===== config.mk =====
export PLATFORM = sky130hd
export DESIGN_NAME = nmf_out_queue_flat
export DESIGN_NICKNAME = d
export VERILOG_FILES = /design/src/rtl/nmf_pkg.sv /design/src/rtl/nmf_out_if.sv /design/src/rtl/nmf_out_queue.sv /design/src/flat_wrapper.sv
export SDC_FILE = /design/constraint.sdc
export NUM_CORES = 1
export LEC_CHECK = 0
export BUFFER_PORTS_ARGS = -buffer_cell sky130_fd_sc_hd__buf_2
export CORE_MARGIN = 4
export CORE_UTILIZATION = 40
export DETAILED_ROUTE_END_ITERATION = 8
export PLACE_DENSITY = 0.54
export SYNTH_ARGS = -nofsm -noshare
export SYNTH_HDL_FRONTEND = slang
export SYNTH_SLANG_ARGS = --single-unit

===== constraint.sdc =====
create_clock -name clk -period 5.9 [get_ports clk]
set_input_delay 0 -clock clk [delete_from_list [all_inputs] [get_ports clk]]
set_output_delay 0 -clock clk [all_outputs]
set_load 0.1 [all_outputs]

===== src/rtl/nmf_pkg.sv =====
// Shared constants, codes and types of the 3x3 neighbour mean filter.
package nmf_pkg;

    // Grid limits
    localparam int MAX_WIDTH    = 1024;
    localparam int HEIGHT_LIMIT = 1024;
    localparam int COL_W        = $clog2(MAX_WIDTH);
    localparam int ROW_W        = $clog2(HEIGHT_LIMIT);
    localparam int DIM_W        = 11;

    // Sample and sum widths; the mean is the sum divided by eight
    localparam int SAMPLE_W   = 16;
    localparam int MEAN_SHIFT = 3;
    localparam int SUM_W      = SAMPLE_W + MEAN_SHIFT;

    // Result queue
    localparam int OUTQ_DEPTH = 8;
    localparam int OUTQ_PTR_W = $clog2(OUTQ_DEPTH);
    localparam int OUTQ_CNT_W = $clog2(OUTQ_DEPTH + 1);

    // Configuration port
    localparam int CFG_IDX_W  = 2;
    localparam int CFG_DATA_W = 16;

    typedef enum logic [CFG_IDX_W-1:0] {
        REG_GRID_WIDTH  = 2'd0,
        REG_GRID_HEIGHT = 2'd1,
        REG_MAX_HEIGHT  = 2'd2
    } cfg_reg_e_t;

    typedef enum logic {
        KIND_PIXEL = 1'b0,
        KIND_FLUSH = 1'b1
    } kind_e_t;

    // One line store entry: the two rows above the incoming row
    typedef struct packed {
        logic [SAMPLE_W-1:0] upper;
        logic [SAMPLE_W-1:0] middle;
    } line_pair_t;

    localparam int LINE_W = $bits(line_pair_t);

    // Border flags of the window centre travelling down the pipeline
    typedef struct packed {
        logic up;
        logic down;
        logic left;
        logic right;
        logic last;
    } nb_pos_t;

    // One result held in the output queue
    typedef struct packed {
        logic [SAMPLE_W-1:0] filtered;
        logic                frame_last;
    } out_item_t;

endpackage


===== src/rtl/nmf_out_if.sv =====
// Output channel: valid/ready handshake carrying one filtered sample.
interface nmf_out_if;
    logic                          valid;
    logic                          ready;
    logic [nmf_pkg::SAMPLE_W-1:0]  filtered;
    logic                          frame_last;

    modport source (output valid, output filtered, output frame_last, input ready);
    modport sink   (input valid, input filtered, input frame_last, output ready);
endinterface


===== src/rtl/nmf_out_queue.sv =====
// Result queue: decouples the filter pipeline from the output handshake.
module nmf_out_queue (
    input  logic               clk,
    input  logic               rst_n,
    input  logic               push,
    input  nmf_pkg::out_item_t push_item,
    nmf_out_if.source          results
);

    nmf_pkg::out_item_t                  q_reg [nmf_pkg::OUTQ_DEPTH];
    logic [nmf_pkg::OUTQ_PTR_W-1:0]      wr_ptr_reg;
    logic [nmf_pkg::OUTQ_PTR_W-1:0]      wr_ptr_next;
    logic [nmf_pkg::OUTQ_PTR_W-1:0]      rd_ptr_reg;
    logic [nmf_pkg::OUTQ_PTR_W-1:0]      rd_ptr_next;
    logic [nmf_pkg::OUTQ_CNT_W-1:0]      count_reg;
    logic [nmf_pkg::OUTQ_CNT_W-1:0]      count_next;
    logic                                pop;

    // Head of queue drives the port
    assign results.valid      = (count_reg != '0);
    assign results.filtered   = q_reg[rd_ptr_reg].filtered;
    assign results.frame_last = q_reg[rd_ptr_reg].frame_last;
    assign pop                = results.valid && results.ready;

    // Pointer and fill bookkeeping
    always_comb
    begin
        wr_ptr_next = push ? wr_ptr_reg + nmf_pkg::OUTQ_PTR_W'(1) : wr_ptr_reg;
        rd_ptr_next = pop ? rd_ptr_reg + nmf_pkg::OUTQ_PTR_W'(1) : rd_ptr_reg;
        count_next  = count_reg + nmf_pkg::OUTQ_CNT_W'(push) - nmf_pkg::OUTQ_CNT_W'(pop);
    end

    always_ff @(posedge clk or negedge rst_n)
    begin
        if (!rst_n)
        begin
            wr_ptr_reg <= '0;
            rd_ptr_reg <= '0;
            count_reg  <= '0;
        end
        else
        begin
            wr_ptr_reg <= wr_ptr_next;
            rd_ptr_reg <= rd_ptr_next;
            count_reg  <= count_next;
        end
    end

    // Storage
    always_ff @(posedge clk)
    begin
        if (push)
        begin
            q_reg[wr_ptr_reg] <= push_item;
        end
    end

    // The credit count upstream must never let the queue overflow
    a_no_overflow: assert property (@(posedge clk) disable iff (!rst_n)
        push |-> (count_reg < nmf_pkg::OUTQ_CNT_W'(nmf_pkg::OUTQ_DEPTH)))
        else $error("result queue written while full");

    a_no_underflow: assert property (@(posedge clk) disable iff (!rst_n)
        (count_reg == '0) |-> !pop)
        else $error("result queue read while empty");

endmodule


===== src/flat_wrapper.sv =====
// flat-port wrapper written by rule: the top's interface ports become plain ports
module nmf_out_queue_flat 
  (clk, rst_n, push, push_item, results_valid, results_filtered, results_frame_last, results_ready);
  nmf_out_if results_i ();
  input  logic clk;
  input  logic rst_n;
  input  logic push;
  input  nmf_pkg::out_item_t push_item;
  output wire logic [$bits(results_i.valid)-1:0] results_valid;
  output wire logic [$bits(results_i.filtered)-1:0] results_filtered;
  output wire logic [$bits(results_i.frame_last)-1:0] results_frame_last;
  input wire logic [$bits(results_i.ready)-1:0] results_ready;
  assign results_valid = results_i.valid;
  assign results_filtered = results_i.filtered;
  assign results_frame_last = results_i.frame_last;
  assign results_i.ready = results_ready;
  nmf_out_queue u_core (.clk(clk), .rst_n(rst_n), .push(push), .push_item(push_item), .results(results_i));
endmodule

# After elaboration in Yosys (flattened, before gate mapping)
# Memory sizes are Yosys's and may differ from the RTL's.
# Index checks and enable logic that the tools add are counted.
[word_totals]
regBits = 10
latchBits = 0
ram_bits = 136
romBits = 0
in_bits = 21
output_inout_bits = 18
word_cells = 12
memories = 1
[op_classes]
addsub = 4
n_mul = 0
div = 0
magnitude_cmp = 0
eq_ne = 0
shifts = 0
muxes = 2
n_bitwise = 0
reduce_logical = 2
[memory_table]
columns = ["name", "words", "width", "read_ports", "rd_ports_with_merged_regs", "wr", "line_no", "text"]
rows = [
  ["u_core.q_reg", 8, 17, 1, 0, 1, "nmf_out_queue.sv:10", "nmf_pkg::out_item_t q_reg [nmf_pkg::OUTQ_DEPTH];"],
]
[op_table]
columns = ["cell", "count"]
rows = [
  ["$add A3 B1 Y3 const B", 2],
  ["$add A4 B1 Y4", 1],
  ["$reduce_bool A4 Y1", 1],
  ["$sub A4 B1 Y4", 1],
  ["$mux W1", 2],
  ["$logic_and A1 B1 Y1", 1],
]

# Depth between registers and ports, before layout
[logic_depth]
ltp_word = 3
ltp_mapped = 11
mapped_depth_nobuf = 11

# Worst setup path after synthesis
# Ideal clock, no wire load.
[synth_path]
path_type = "reg-to-reg"
from = "register u_core.count_reg[2] (netlist name)"
to = "register u_core.count_reg[2] (netlist name)"
setup_time_ns = 0.123
arrival_ns = 2.539
t_required_ns = 5.777
setup_slack_ns = 3.238
path_stages_with_launch = 12
path_buffers = 0
synth_period_minus_slack_ns = 2.662
cell_sequence = "dfrtp_1 inv_1 ha_1 or3b_2 nand2_1 inv_1 ha_1 inv_1 ha_1 inv_1 fa_1 xnor2_1"
[synth_via]
elab_chain_cells = 3
word_cells_on_any_way = 4
cone_classes = "add/sub: 2; reduce/logical: 2"
[synth_rtl]
columns = ["item", "line_no", "text"]
rows = [
  ["from (decl)", "nmf_out_queue.sv:15", "logic [nmf_pkg::OUTQ_CNT_W-1:0] count_reg;"],
  ["from (signal assigned)", "nmf_out_queue.sv:45", "count_reg <= count_next;"],
  ["$reduce_bool A4 Y1", "nmf_out_queue.sv:20", "assign results.valid = (count_reg != '0);"],
  ["named net results_valid", "flat_wrapper.sv:9", "output wire logic [$bits(results_i.valid)-1:0] results_valid;"],
  ["$logic_and A1 B1 Y1", "nmf_out_queue.sv:23", "assign pop = results.valid && results.ready;"],
  ["named net u_core.pop", "nmf_out_queue.sv:17", "logic pop;"],
  ["$sub A4 B1 Y4", "nmf_out_queue.sv:30", "count_next = count_reg + nmf_pkg::OUTQ_CNT_W'(push) - nmf_pkg::OUTQ_CNT_W'(pop);"],
  ["named net u_core.count_next (one bit)", "nmf_out_queue.sv:16", "logic [nmf_pkg::OUTQ_CNT_W-1:0] count_next;"],
]
# The timed path passes the listed nets, and every way through them passes these cells.
# A chain may end at the register's enable or synchronous reset.

# Final worst setup path
[layout_path]
from = "register u_core.rd_ptr_reg[0] (netlist name)"
to = "output port results_filtered[15]"
[layout_via]
elab_chain_cells = 1
[layout_rtl]
columns = ["item", "line_no", "text"]
rows = [
  ["from (decl)", "nmf_out_queue.sv:13", "logic [nmf_pkg::OUTQ_PTR_W-1:0] rd_ptr_reg;"],
  ["from (signal assigned)", "nmf_out_queue.sv:44", "rd_ptr_reg <= rd_ptr_next;"],
  ["$mem_v2 Z8 W17", "n/a", ""],
  ["to (decl)", "flat_wrapper.sv:10", "output wire logic [$bits(results_i.filtered)-1:0] results_filtered;"],
]
# No other way between the ends.

==> results.py <==
metrics = {
    "die": {
        "io_pins": 39,
        "initial_core_util_pct": 41.2,
        "die_h_um": 128,
        "fp.dieW_um": 128,
        "die_area_um2": 16400,
        "row_count": 43,
        "coreArea_um2": 14000,
    },
    "hold_path": {
        "whs_path_depth": 2,
        "hold_class": "primary input to flop",
    },
    "yosys": {
        "async_reset_ff_share_pct": 6.85,
        "yosys-top-cells-area": "edfxtp_1, mux4_1, dfrtp_1",
        "synth_edf_count": 136,
        "yosysWarnings": 0,
        "avgSynthCellArea_um2": 23.0,
        "ys_ff_latch": 146,
        "synth_top_area_share_pct": 70.9,
        "syn_nets": 280,
        "synth_top_cell_by_area": "edfxtp_1",
        "ys.flop_type": "edfxtp_1",
        "syn_inst": 251,
        "ys_seq_area_share_pct": 75.2,
        "synthesis.area_um2": 5760,
        "ys_types": 21,
    },
    "global_routing": {
        "grtUsageTotal_pct": 13.8,
        "grt_overflow_total": 0,
        "antenna_found_initial": 0,
        "grt_pass1_wl_um": 16400,
        "first_global_vias": 2887,
        "grt_start_max_net_pins": 36,
    },
    "sta": {
        "period_minus_slack_ps": 2700,
        "hold_viol_final": 0,
        "fmax_mhz": 371,
        "slew_headroom_pct": 27.9,
        "finalSetupViolCount": 0,
        "skew_ps": 5.85,
        "slew_viol_final": 0,
        "rsz0062_at_grt": "false",
        "setup_tns_ps": 0,
        "tightestPinTransition_ps": 1080,
        "final.period_utilization_pct": 45.7,
    },
    "setup_path": {
        "endpoint": "results_filtered[15]",
        "regToRegEndpoint": "u_core.count_reg[1]",
        "reg2regPathDepth": 11,
        "crit_start": "u_core.rd_ptr_reg[0]",
        "start_kind": "flop",
        "required_ps": 5900,
        "crit_type": "flop to primary output",
        "cp.arrival_ps": 2700,
        "reg2reg_slack_ps": 3480,
        "end_kind": "primary output",
        "worstPathMaxFanout": 24,
        "r2r-start": "u_core.count_reg[2]",
    },
    "cells_and_area": {
        "nFillCells": 1156,
        "multi_input_area_um2": 1340,
        "fin_util_pct": 49.5,
        "seqCellArea_um2": 4340,
        "syn_to_final_growth_pct": 20.3,
        "drive_above_1_share_pct": 32.7,
        "antenna_cells": 0,
        "largest_reg_flops": 136,
        "fin_nets": 358,
    },
    "routing": {
        "final_antenna_net_count": 0,
        "drtIter0Drc": 138,
        "drtPass1Iterations": 4,
        "drcViolationCount": 0,
        "routed_wl_um": 10500,
        "viasPerCell": 5.04,
        "wire_per_inst_um": 20.0,
        "num_vias": 2632,
    },
    "placement": {
        "dp_hpwl_um": 6000,
        "place_congestion": 0.678,
        "io_buffers": 38,
    },
    "clock_network": {
        "hold_buffers": 21,
        "cts_buffer_depth": 2,
        "cts.sinks": 146,
        "cts_buffers": 17,
        "cts_tree": "done",
        "clk_pin_slew_ps": 60,
        "clk_latency_ps": 410,
        "htree_levels": 4,
        "cts-root-buf": "clkbuf_16",
        "cts-resized-gates": 0,
        "postCtsSetupRepairBufs": 0,
    },
    "run_status": {
        "status": "finished clean",
    },
    "flow_run": {
        "maxCapViolations": 0,
    },
}
[cell families after synthesis]
| group | share of synthesized area, % |
|---|---|
| simple gates | 1.39 |
| mux | 18.6 |
| flops | 75.2 |
| buf+inv | 1.80 |
| compound gates | 0.217 |
| fa+ha+maj | 1.87 |
| xor+xnor | 0.912 |
[worst min-delay path by stage]
| stage | from | to | slack, ps |
|---|---|---|---|
| 2_1_floorplan | rst_n | u_core.count_reg[0] | -300 |
| 3_3_place_gp | rst_n | u_core.count_reg[2] | -120 |
| 3_5_place_dp | rst_n | u_core.count_reg[3] | -120 |
| 4_1_cts | push_item[9] | u_core.q_reg[0][9] | 380 |
| 5_1_grt | push_item[7] | u_core.q_reg[1][7] | 410 |
| 6_report | push_item[7] | u_core.q_reg[1][7] | 390 |
[layer usage]
layer / vias to the layer above / GRT usage, % / wire, µm
li1: 1202 / - / -
met5: - / 0 / 0
met3: 7 / 4.79 / 408
met1: 1377 / 18.4 / 4860
met2: 46 / 21.8 / 5070
met4: 0 / 3.75 / 107
[stage by stage]
stage / cell area [µm²] / setup WS (ps) / hold slack [ps] / cells
after global routing: 6930 / 3050 / 405 / 522
final: 6930 / 3200 / 393 / 522
after CTS: 6930 / 3120 / 377 / 522
after floorplan: 5760 / 3240 / -296 / 251
after detailed placement: 6190 / 3460 / -123 / 469
after global placement: 6190 / 3530 / -119 / 469
[cell type report]
class                           count  share of cell area (%)
Clock buffer                       21                    6.64
Sequential cell                   146                    62.6
Inverter                            9                   0.488
Tap cell                          180                    3.25
Timing Repair Buffer               69                    6.86
Multi-Input combinational cell     86                    19.3
Clock inverter                     11                   0.921
[synth_stat cells (all sizes together), types with 2 or more instances]
master  count
nand2b      3
mux4       34
xnor2       4
nor2        6
inv         9
edfxtp    136
nand2       4
buf        10
xor2        2
mux2       19
dfrtp      10
ha          7
nor3        2
[worst max-delay path: stages (launching register included)]
cell,delay (ps)
dfrtp_2,600
buf_4,470
mux4_1,630
mux2_2,270
buf_2,290
[cell usage in the layout (no fill, tap or decap)]
cell type and count:
nand3_1 1, mux4_2 10, ha_1 7, dfrtp_1 9
nor3_2 2, nand2_1 4, nor2_2 1, dlygate4sd3_1 21
clkbuf_8 2, buf_2 38, nor2_1 5, mux2_2 19
dfrtp_2 1, fa_1 1, clkinv_2 8, nand2b_1 3
buf_4 10, mux4_1 24, xnor2_1 4, clkinv_4 1
xor2_1 2, or3b_2 1, clkbuf_16 17, a21o_1 1
inv_1 9, edfxtp_1 136, clkbuf_1 2, a21oi_1 1
clkinvlp_4 2
Power is left out: the tool's default activity adds up to more than one toggle a clock period on the data nets, which glitch-free logic cannot reach.
